**src/sv/cafe_pkg.sv**
```systemverilog
// Package: mode codes, flag bit positions and stack access codes for the execute unit.
`default_nettype none
package cafe_pkg;
	localparam logic [6:0] M_ADC = 7'd0, M_AND = 7'd1, M_ASLM = 7'd2, M_ASLA = 7'd3,
		M_BCC = 7'd4, M_BCS = 7'd5, M_BEQ = 7'd6, M_BIT = 7'd7, M_BMI = 7'd8,
		M_BNE = 7'd9, M_BPL = 7'd10, M_BVC = 7'd11, M_BVS = 7'd12, M_CLC = 7'd13,
		M_CLD = 7'd14, M_CLI = 7'd15, M_CLV = 7'd16, M_CMP = 7'd17, M_CPX = 7'd18,
		M_CPY = 7'd19, M_DEC = 7'd20, M_DEX = 7'd21, M_DEY = 7'd22, M_EOR = 7'd23,
		M_INC = 7'd24, M_INX = 7'd25, M_INY = 7'd26, M_LDA = 7'd27, M_LDX = 7'd28,
		M_LDY = 7'd29, M_LSRM = 7'd30, M_LSRA = 7'd31, M_NOP = 7'd32, M_ORA = 7'd33,
		M_PHA = 7'd34, M_PHP = 7'd35, M_PLA = 7'd36, M_PLP = 7'd37, M_ROLM = 7'd38,
		M_ROLA = 7'd39, M_RORM = 7'd40, M_RORA = 7'd41, M_SBC = 7'd42, M_SEC = 7'd43,
		M_SED = 7'd44, M_SEI = 7'd45, M_STA = 7'd46, M_STX = 7'd47, M_STY = 7'd48,
		M_TAX = 7'd49, M_TAY = 7'd50, M_TSX = 7'd51, M_TXA = 7'd52, M_TXS = 7'd53,
		M_TYA = 7'd54, M_ALR = 7'd55, M_ANC = 7'd56, M_ANE = 7'd57, M_ARR = 7'd58,
		M_DCP = 7'd59, M_ISC = 7'd60, M_LAS = 7'd61, M_LAX = 7'd62, M_LXA = 7'd63,
		M_RLA = 7'd64, M_RRA = 7'd65, M_SAX = 7'd66, M_SBX = 7'd67, M_SHA = 7'd68,
		M_SHX = 7'd69, M_SHY = 7'd70, M_SLO = 7'd71, M_SRE = 7'd72, M_TAS = 7'd73;

	localparam int F_C = 0, F_Z = 1, F_I = 2, F_D = 3, F_B = 4, F_ONE = 5, F_V = 6, F_N = 7;

	localparam logic [1:0] SA_NONE = 2'd0, SA_PUSH = 2'd1, SA_PULL = 2'd2;
	localparam logic [7:0] SP_RESET = 8'hFD;
	localparam logic [7:0] P_RESET = 8'b0010_0000;
	localparam logic [7:0] LXA_MAGIC = 8'hEE;

	typedef struct packed {
		logic [7:0] a;
		logic [7:0] x;
		logic [7:0] y;
		logic [7:0] sp;
		logic [7:0] p;
	} regs_t;

	typedef struct packed {
		logic       write_enable;
		logic [7:0] write_data;
		logic [1:0] stack_access;
		logic [7:0] stack_slot;
		logic       branch_taken;
		regs_t      regs;
	} result_t;

	// Packed from the top down, so mode sits in the lowest bits.
	typedef struct packed {
		logic [7:0] address_high;
		logic [7:0] operand;
		logic [6:0] mode;
	} item_t;
endpackage
`default_nettype wire

```
**src/sv/cafe_alu.sv**
```systemverilog
// Combinational execute logic: one decoded operation applied to the register file.
`default_nettype none
module cafe_alu import cafe_pkg::*; (
	input  item_t   item,
	input  regs_t   cur,
	output result_t res
);
	logic [7:0] v, hp1, m, sh_in, sh_out, add_in, nz_val, cmp_r, cmp_v;
	logic [8:0] sum, diff;
	logic       sh_c, do_nz, do_add, do_cmp;
	logic [1:0] sh_kind;
	regs_t      r;

	assign v   = item.operand;
	assign hp1 = item.address_high + 8'd1;

	always_comb begin
		r        = cur;
		res      = '0;
		m        = 8'd0;
		sh_in    = v;
		sh_kind  = 2'd0;
		add_in   = v;
		do_add   = 1'b0;
		do_cmp   = 1'b0;
		cmp_r    = cur.a;
		cmp_v    = v;
		do_nz    = 1'b0;
		nz_val   = 8'd0;
		// Shift operand select and shared shift/rotate unit
		unique case (item.mode)
			M_ASLA, M_LSRA, M_ROLA, M_RORA: sh_in = cur.a;
			M_ALR, M_ARR: sh_in = cur.a & v;
			default: sh_in = v;
		endcase
		unique case (item.mode)
			M_ASLM, M_ASLA, M_SLO: sh_kind = 2'd0;
			M_LSRM, M_LSRA, M_ALR, M_SRE: sh_kind = 2'd1;
			M_ROLM, M_ROLA, M_RLA: sh_kind = 2'd2;
			default: sh_kind = 2'd3;
		endcase
		unique case (sh_kind)
			2'd0: begin sh_out = {sh_in[6:0], 1'b0}; sh_c = sh_in[7]; end
			2'd1: begin sh_out = {1'b0, sh_in[7:1]}; sh_c = sh_in[0]; end
			2'd2: begin sh_out = {sh_in[6:0], cur.p[F_C]}; sh_c = sh_in[7]; end
			default: begin sh_out = {cur.p[F_C], sh_in[7:1]}; sh_c = sh_in[0]; end
		endcase

		unique case (item.mode)
			M_ADC: do_add = 1'b1;
			M_SBC: begin add_in = ~v; do_add = 1'b1; end
			M_AND: begin r.a = cur.a & v; nz_val = r.a; do_nz = 1'b1; end
			M_EOR: begin r.a = cur.a ^ v; nz_val = r.a; do_nz = 1'b1; end
			M_ORA: begin r.a = cur.a | v; nz_val = r.a; do_nz = 1'b1; end
			M_ASLM, M_LSRM, M_ROLM, M_RORM: begin
				res.write_data = sh_out; res.write_enable = 1'b1;
				r.p[F_C] = sh_c; nz_val = sh_out; do_nz = 1'b1;
			end
			M_ASLA, M_LSRA, M_ROLA, M_RORA, M_ALR: begin
				r.a = sh_out; r.p[F_C] = sh_c; nz_val = sh_out; do_nz = 1'b1;
			end
			M_BCC: res.branch_taken = ~cur.p[F_C];
			M_BCS: res.branch_taken = cur.p[F_C];
			M_BEQ: res.branch_taken = cur.p[F_Z];
			M_BNE: res.branch_taken = ~cur.p[F_Z];
			M_BMI: res.branch_taken = cur.p[F_N];
			M_BPL: res.branch_taken = ~cur.p[F_N];
			M_BVS: res.branch_taken = cur.p[F_V];
			M_BVC: res.branch_taken = ~cur.p[F_V];
			M_BIT: begin
				r.p[F_N] = v[7]; r.p[F_V] = v[6]; r.p[F_Z] = ((v & cur.a) == 8'd0);
			end
			M_CLC: r.p[F_C] = 1'b0;
			M_CLD: r.p[F_D] = 1'b0;
			M_CLI: r.p[F_I] = 1'b0;
			M_CLV: r.p[F_V] = 1'b0;
			M_SEC: r.p[F_C] = 1'b1;
			M_SED: r.p[F_D] = 1'b1;
			M_SEI: r.p[F_I] = 1'b1;
			M_CMP: do_cmp = 1'b1;
			M_CPX: begin cmp_r = cur.x; do_cmp = 1'b1; end
			M_CPY: begin cmp_r = cur.y; do_cmp = 1'b1; end
			M_DEC: begin
				m = v - 8'd1; res.write_data = m; res.write_enable = 1'b1;
				nz_val = m; do_nz = 1'b1;
			end
			M_INC: begin
				m = v + 8'd1; res.write_data = m; res.write_enable = 1'b1;
				nz_val = m; do_nz = 1'b1;
			end
			M_DEX: begin r.x = cur.x - 8'd1; nz_val = r.x; do_nz = 1'b1; end
			M_DEY: begin r.y = cur.y - 8'd1; nz_val = r.y; do_nz = 1'b1; end
			M_INX: begin r.x = cur.x + 8'd1; nz_val = r.x; do_nz = 1'b1; end
			M_INY: begin r.y = cur.y + 8'd1; nz_val = r.y; do_nz = 1'b1; end
			M_LDA, M_PLA: begin r.a = v; nz_val = v; do_nz = 1'b1; end
			M_LDX: begin r.x = v; nz_val = v; do_nz = 1'b1; end
			M_LDY: begin r.y = v; nz_val = v; do_nz = 1'b1; end
			M_LAX: begin r.a = v; r.x = v; nz_val = v; do_nz = 1'b1; end
			M_STA: begin res.write_data = cur.a; res.write_enable = 1'b1; end
			M_STX: begin res.write_data = cur.x; res.write_enable = 1'b1; end
			M_STY: begin res.write_data = cur.y; res.write_enable = 1'b1; end
			M_SAX: begin res.write_data = cur.a & cur.x; res.write_enable = 1'b1; end
			M_TAX: begin r.x = cur.a; nz_val = cur.a; do_nz = 1'b1; end
			M_TAY: begin r.y = cur.a; nz_val = cur.a; do_nz = 1'b1; end
			M_TSX: begin r.x = cur.sp; nz_val = cur.sp; do_nz = 1'b1; end
			M_TXA: begin r.a = cur.x; nz_val = cur.x; do_nz = 1'b1; end
			M_TYA: begin r.a = cur.y; nz_val = cur.y; do_nz = 1'b1; end
			M_TXS: r.sp = cur.x;
			M_PHA, M_PHP: begin
				res.write_data = (item.mode == M_PHA) ? cur.a
					: (cur.p | 8'b0011_0000);
				res.stack_access = SA_PUSH;
				res.stack_slot = cur.sp;
				r.sp = cur.sp - 8'd1;
			end
			M_PLP: r.p = (v | 8'b0010_0000) & 8'b1110_1111;
			M_ANC: begin
				r.a = cur.a & v; nz_val = r.a; do_nz = 1'b1; r.p[F_C] = r.a[7];
			end
			M_ANE: begin r.a = cur.x & v; nz_val = r.a; do_nz = 1'b1; end
			M_ARR: begin
				r.a = sh_out; nz_val = sh_out; do_nz = 1'b1;
				r.p[F_C] = sh_out[6]; r.p[F_V] = sh_out[6] ^ sh_out[5];
			end
			M_DCP: begin
				m = v - 8'd1; res.write_data = m; res.write_enable = 1'b1;
				cmp_v = m; do_cmp = 1'b1;
			end
			M_ISC: begin
				m = v + 8'd1; res.write_data = m; res.write_enable = 1'b1;
				add_in = ~m; do_add = 1'b1;
			end
			M_LAS: begin
				m = cur.sp & v; r.sp = m; r.a = m; r.x = m; nz_val = m; do_nz = 1'b1;
			end
			M_LXA: begin
				m = (cur.a | LXA_MAGIC) & v; r.a = m; r.x = m; nz_val = m; do_nz = 1'b1;
			end
			M_RLA: begin
				res.write_data = sh_out; res.write_enable = 1'b1; r.p[F_C] = sh_c;
				r.a = cur.a & sh_out; nz_val = r.a; do_nz = 1'b1;
			end
			M_SLO: begin
				res.write_data = sh_out; res.write_enable = 1'b1; r.p[F_C] = sh_c;
				r.a = cur.a | sh_out; nz_val = r.a; do_nz = 1'b1;
			end
			M_SRE: begin
				res.write_data = sh_out; res.write_enable = 1'b1; r.p[F_C] = sh_c;
				r.a = cur.a ^ sh_out; nz_val = r.a; do_nz = 1'b1;
			end
			M_RRA: begin
				res.write_data = sh_out; res.write_enable = 1'b1; r.p[F_C] = sh_c;
				add_in = sh_out; do_add = 1'b1;
			end
			M_SBX: begin cmp_r = cur.a & cur.x; do_cmp = 1'b1; end
			M_SHA: begin
				res.write_data = cur.a & cur.x & hp1; res.write_enable = 1'b1;
			end
			M_SHX: begin res.write_data = cur.x & hp1; res.write_enable = 1'b1; end
			M_SHY: begin res.write_data = cur.y & hp1; res.write_enable = 1'b1; end
			M_TAS: begin
				r.sp = cur.a & cur.x;
				res.write_data = cur.a & cur.x & hp1; res.write_enable = 1'b1;
			end
			default: ;
		endcase

		if (item.mode == M_PLA || item.mode == M_PLP) begin
			res.stack_access = SA_PULL;
			r.sp = cur.sp + 8'd1;
			res.stack_slot = r.sp;
		end

		// Binary adder; carry in is the carry flag, which for RRA is the one its rotate just set
		sum = {1'b0, cur.a} + {1'b0, add_in} + {8'd0, r.p[F_C]};
		if (do_add) begin
			r.a = sum[7:0];
			r.p[F_C] = sum[8];
			r.p[F_V] = ~(cur.a[7] ^ add_in[7]) & (cur.a[7] ^ sum[7]);
			nz_val = sum[7:0]; do_nz = 1'b1;
		end

		diff = {1'b0, cmp_r} - {1'b0, cmp_v};
		if (do_cmp) begin
			r.p[F_C] = ~diff[8];
			nz_val = diff[7:0]; do_nz = 1'b1;
			if (item.mode == M_SBX) r.x = diff[7:0];
		end

		if (do_nz) begin
			r.p[F_Z] = (nz_val == 8'd0);
			r.p[F_N] = nz_val[7];
		end
		res.regs = r;
	end
endmodule
`default_nettype wire

```
**src/sv/cpu_alu_flag_execute_unit.sv**
```systemverilog
// Top level: input register, architectural registers, execute logic and result register.
//
//  channel | dir | handshake               | payload
//  s_axis  | in  | s_axis_tvalid/tready    | tdata: mode[6:0], operand[14:7], address_high[22:15]
//  m_axis  | out | m_axis_tvalid/tready    | tdata: write_enable, write_data, stack_access,
//          |     |                         |   stack_slot, branch_taken, acc, x, y, sp, flags
//
// One transaction per cycle sustained while m_axis_tready stays high; two register stages
// (input, result), so a result shows on m_axis after passing the input and result registers.
// The register file updates as the item leaves the input register, so the next item
// sees it without bubbles. Reset (arst_n low) empties both stages and loads A=X=Y=0,
// SP=0xFD, P=0x20. A stalled output holds its result; the input stage takes one more
// transaction and then drops tready until the result stage drains.
`default_nettype none
module cpu_alu_flag_execute_unit import cafe_pkg::*; (
	input  wire logic        clk,
	input  wire logic        arst_n,
	input  wire logic        s_axis_tvalid,
	output logic             s_axis_tready,
	input  wire logic [23:0] s_axis_tdata,   // mode[6:0], operand[14:7], address_high[22:15]
	output logic             m_axis_tvalid,
	input  wire logic        m_axis_tready,
	output logic [63:0]      m_axis_tdata    // write_enable[0], write_data[8:1],
	                                         // stack_access[10:9], stack_slot[18:11],
	                                         // branch_taken[19], acc_out[27:20], x_out[35:28],
	                                         // y_out[43:36], sp_out[51:44], flags_out[59:52]
);
	item_t   item_s1;
	logic    vld_s1, vld_s2;
	regs_t   regs_q;
	result_t res_c, res_s2;
	logic    adv_s2, adv_s1;

	assign adv_s2 = ~vld_s2 | m_axis_tready;
	assign adv_s1 = ~vld_s1 | adv_s2;
	assign s_axis_tready = adv_s1;

	cafe_alu u_alu (.item(item_s1), .cur(regs_q), .res(res_c));

	always_ff @(posedge clk or negedge arst_n) begin
		if (!arst_n) begin
			vld_s1 <= 1'b0;
			vld_s2 <= 1'b0;
			regs_q <= '{a: 8'd0, x: 8'd0, y: 8'd0, sp: SP_RESET, p: P_RESET};
		end else begin
			if (adv_s1) vld_s1 <= s_axis_tvalid;
			if (adv_s2) vld_s2 <= vld_s1;
			// commit the architectural state as the item moves to the result stage
			if (adv_s2 && vld_s1) regs_q <= res_c.regs;
		end
	end

	always_ff @(posedge clk) begin
		if (adv_s1 && s_axis_tvalid) item_s1 <= s_axis_tdata[22:0];
		if (adv_s2 && vld_s1) res_s2 <= res_c;
	end

	assign m_axis_tvalid = vld_s2;
	assign m_axis_tdata = {4'd0, res_s2.regs.p, res_s2.regs.sp, res_s2.regs.y,
		res_s2.regs.x, res_s2.regs.a, res_s2.branch_taken, res_s2.stack_slot,
		res_s2.stack_access, res_s2.write_data, res_s2.write_enable};
endmodule
`default_nettype wire

```
**config.mk**
```make
export PLATFORM = sky130hd
export DESIGN_NAME = cpu_alu_flag_execute_unit
export DESIGN_NICKNAME = d
export VERILOG_FILES = /design/src/sv/cafe_pkg.sv /design/src/sv/cafe_alu.sv /design/src/sv/cpu_alu_flag_execute_unit.sv
export SDC_FILE = /design/constraint.sdc
export NUM_CORES = 1
export LEC_CHECK = 0
export BUFFER_PORTS_ARGS = -buffer_cell sky130_fd_sc_hd__buf_4
export CAP_MARGIN = 15
export CORE_ASPECT_RATIO = 0.9
export CORE_MARGIN = 8
export CORE_UTILIZATION = 40
export CTS_CLUSTER_SIZE = 16
export DETAILED_ROUTE_END_ITERATION = 6
export PLACE_DENSITY = 0.66
export SLEW_MARGIN = 20
export SYNTH_ARGS = -nofsm -noshare
export SYNTH_HDL_FRONTEND = slang
export SYNTH_HIERARCHICAL = 1
export SYNTH_SLANG_ARGS = --single-unit
```
**constraint.sdc**
```tcl
create_clock -name clk -period 4.77 [get_ports clk]
set_input_delay 0.954 -clock clk [delete_from_list [all_inputs] [get_ports clk]]
set_output_delay 0.954 -clock clk [all_outputs]
set_load 0.03 [all_outputs]
```
==> flow_metrics.tcl <==
set metrics [dict create \
    grt_pass1_wl_um 83800 \
    die_y_um 177 \
    powerDensity_nw_per_um2 474 \
    ir_drop_v 0.000338 \
    p_switching_mw 3.24 \
    cts_root_buffer "clkbuf_16" \
    worstPathRequired_ns 5.16 \
    rsz0062_at_grt "true" \
    drc_errors 8 \
    tns_ns -0.00529 \
    p_leak_nw 5.99 \
    comb_power_share_pct 52.5 \
    synthCells 1289 \
    fin_skew_ns 0.0105 \
    overflow 0 \
    cts_buffer_depth 2 \
    mostFrequentLayoutCells "buf_4, nor2_1, nand2_1" \
    grt_max_degree 43 \
    synth_top_family_by_area "compound AO/OA/AOI/OAI gates" \
    routed_wl_um 58800 \
    relSlewSlack_pct 24.8 \
    final_util_pct 50.7 \
    stdcell_area_um2 14500 \
    routabilityCongestion 1.05 \
    num-nets-final 1584 \
    worst_ep_arrival_time_ns 5.16 \
    synthMuxAreaShare_pct 6.37 \
    worst-path-max-fanout 5 \
    critPathSlowestCell "edfxtp_1" \
    cts_tree "built" \
    antenna_found_initial 2 \
    regArea_um2 3550 \
    start_util_pct 40.2 \
    yosys.area_share.adder_pct 6.61 \
    cts_made_buffers 17 \
    pwr-share-seq_pct 28.0 \
    synth-seq-cells 125 \
    synth_ff_type "edfxtp_1" \
    synth_xor_area_share_pct 3.42 \
    hold_path_class "in2async" \
    met3_length_um 6240 \
    final_hold_viol_count 0 \
    synth.avg_cell_area_um2 8.93 \
    die_area_um2 34500 \
    htree_levels 4 \
    total_power_mw 6.89 \
    dp_hpwl_um 44300 \
    syn_area_um2 11500 \
    place_area_um2 13600 \
    critical_path.endpoint_type "flop" \
    rows 59 \
    clock-sinks 125 \
    vias 12521 \
    switching_share_pct 47.0 \
    dr.pass1.iters 7 \
    critical_path_class "reg2reg" \
    io_pins 94 \
    wl_met2_um 25700 \
    setup_viol 1 \
    drv_cap 0 \
    synthToLayoutAreaGrowth_pct 26.2 \
    critPathMostFrequentCell "buf_4" \
    clk-insertion-delay-late_ns 0.45 \
    grt_usage_pct 33.2 \
    timing.fmax_mhz 209 \
    p_clk_share_pct 19.5 \
    io_buffers 88 \
    layout_commonest_cell "buf_4" \
    intPower_mw 3.65 \
    yosysSeqAreaShare_pct 30.9 \
    slowest_delay_ns 0.47 \
    wl_per_cell_um 31.3 \
    yosysWarnings 6 \
    min_period_over_period_pct 100 \
    yosysUniqueCellTypes 102 \
    async_flop_share_pct 33.6 \
    die_w_um 195 \
    routed.top_layer "met5" \
    multi_input_area_um2 7440 \
    coreArea_um2 28600 \
    violations "DRC, setup timing" \
    synth_edf_count 83 \
    drv_slew 0 \
    clk_pin_slew_ns 0.07 \
    viasPerCell 6.67 \
    synth-simple-area-share_pct 19.7 \
    outcome "finished with violations" \
    period_minus_slack_ns 4.78 \
    drt_iter0_markers 1807 \
    grt_pass1_vias 12003 \
    ant_nets 0 \
    fillCellCount 2773 \
    synth-compound-area-share_pct 26.5 \
    fin_ws_ns -0.00529 \
    tightestPinTransition_ns 1.12 \
    wl_met1_um 23400 \
    path_cells "buf_4 > nor4bb_4 > nor3_4 > buf_4 > nor4_2 > nor3_1 > buf_4 > nand3_1 > buf_4 > a41o_4 > fa_2 > inv_2 > fa_2 > a211o_1 > a21o_1 > a21oi_4 > xnor2_2 > o2111ai_2 > a22oi_2 > and4b_1 > a41o_1 > mux2_4" \
    worstSetupStartpointType "flop" \
    n_antenna_cell 0 \
    layout-drive-gt1-share_pct 29.5 \
]
-- worst paths after layout --
kind	slack (ns)	cells after the start	start	end
setup / recovery	-0.005	22	item_s1[1]	regs_q[1]
hold / removal	0.50	1	arst_n	regs_q[29]
setup reg to reg	-0.005	22	item_s1[1]	regs_q[1]
hold reg to reg	0.51	1	regs_q[4]	regs_q[4]
max in group asynchronous	3.80	1	arst_n	regs_q[32]
min in group clk	0.51	1	regs_q[4]	regs_q[4]
-- critical path, delay by kind of cell, from the launching register on --
| kind | cells | cell delay [ns] |
|---|---|---|
| DFF | 1 | 0.47 |
| xor gates and xnor gates | 1 | 0.15 |
| adders and majority gates | 2 | 0.60 |
| muxes | 1 | 0.17 |
| and+or+nand+nor | 6 | 1.04 |
| buffers and inverters | 5 | 0.66 |
| AOI/OAI and AO/OA | 7 | 1.63 |
-- sequential cells by signal (all words and copies together) (netlist names) --
name and count:
m_axis_tvalid 1, vld_s1 1, item_s1 23, m_axis_tdata 60
regs_q 40
-- timing repair --
action	CTS	global route
resized for setup	12	34
pin swaps	5	20
hold buffers	0	0
setup buffers	3	5
endpoints found under the setup margin	2	4
-- per-layer routing --
metal	track usage [%]	vias up
met1	42.2	6068
met3	8.04	216
li1	-	5380
met2	51.9	855
met4	17.7	2
met5	0	-
-- cell usage after synthesis, types with 13 or more instances --
cell	count	area, um2
a211oi_1	13	97.6
a21o_1	23	173
a21oi_1	87	435
a221oi_1	18	158
a22oi_1	29	218
a31oi_1	16	100
and3_1	19	119
buf_2	21	105
clkbuf_1	59	221
dfrtp_1	34	851
edfxtp_1	83	2490
ha_1	56	701
inv_1	44	165
mux2_4	39	586
nand2_1	90	338
nand3_1	48	240
nand4_1	17	106
nor2_1	97	364
nor3_1	24	120
nor4_1	15	93.8
o21ai_0	82	410
o221ai_1	19	166
o22ai_1	20	125
xnor2_1	33	289
-- area by class of cell --
type                            count  area share, %
Inverter                           49           1.27
Sequential cell                   125           24.5
Timing Repair Buffer              294           15.8
Clock buffer                       17           2.93
Multi-Input combinational cell   1010           51.2
Tap cell                          366           3.15
Clock inverter                     15           1.21
-- power by group through the flow --
stage	clock network (mW)	registers, mW	logic [mW]
after floorplan	0	1.87	1.81
after global placement	0	1.93	3.37
after detailed placement	0	1.93	3.38
after CTS	1.37	1.91	3.42
after global routing	1.41	1.95	3.78
final	1.34	1.93	3.61
-- kinds of logic (layout without fill, tap and decap cells) --
kind of cell / after synthesis / after routing
compound gates: 435 / 435
xor+xnor: 45 / 45
fa+ha+maj: 59 / 59
buf+inv: 157 / 375
flops: 125 / 125
mux: 53 / 53
other cells: 1 / 4
simple gates: 414 / 414
-- per-stage QoR --
| stage | worst slack [ns] | instances | hold slack, ns |
|---|---|---|---|
| 2_1_floorplan | 0.243 | 1292 | 0.473 |
| 3_3_place_gp | -0.0867 | 1836 | 0.488 |
| 3_5_place_dp | -0.170 | 1836 | 0.494 |
| 4_1_cts | 0.00476 | 1871 | 0.511 |
| 5_1_grt | -0.205 | 1876 | 0.539 |
| 6_report | -0.00529 | 1876 | 0.505 |
No activity file was read; power rests on OpenSTA's default activity.
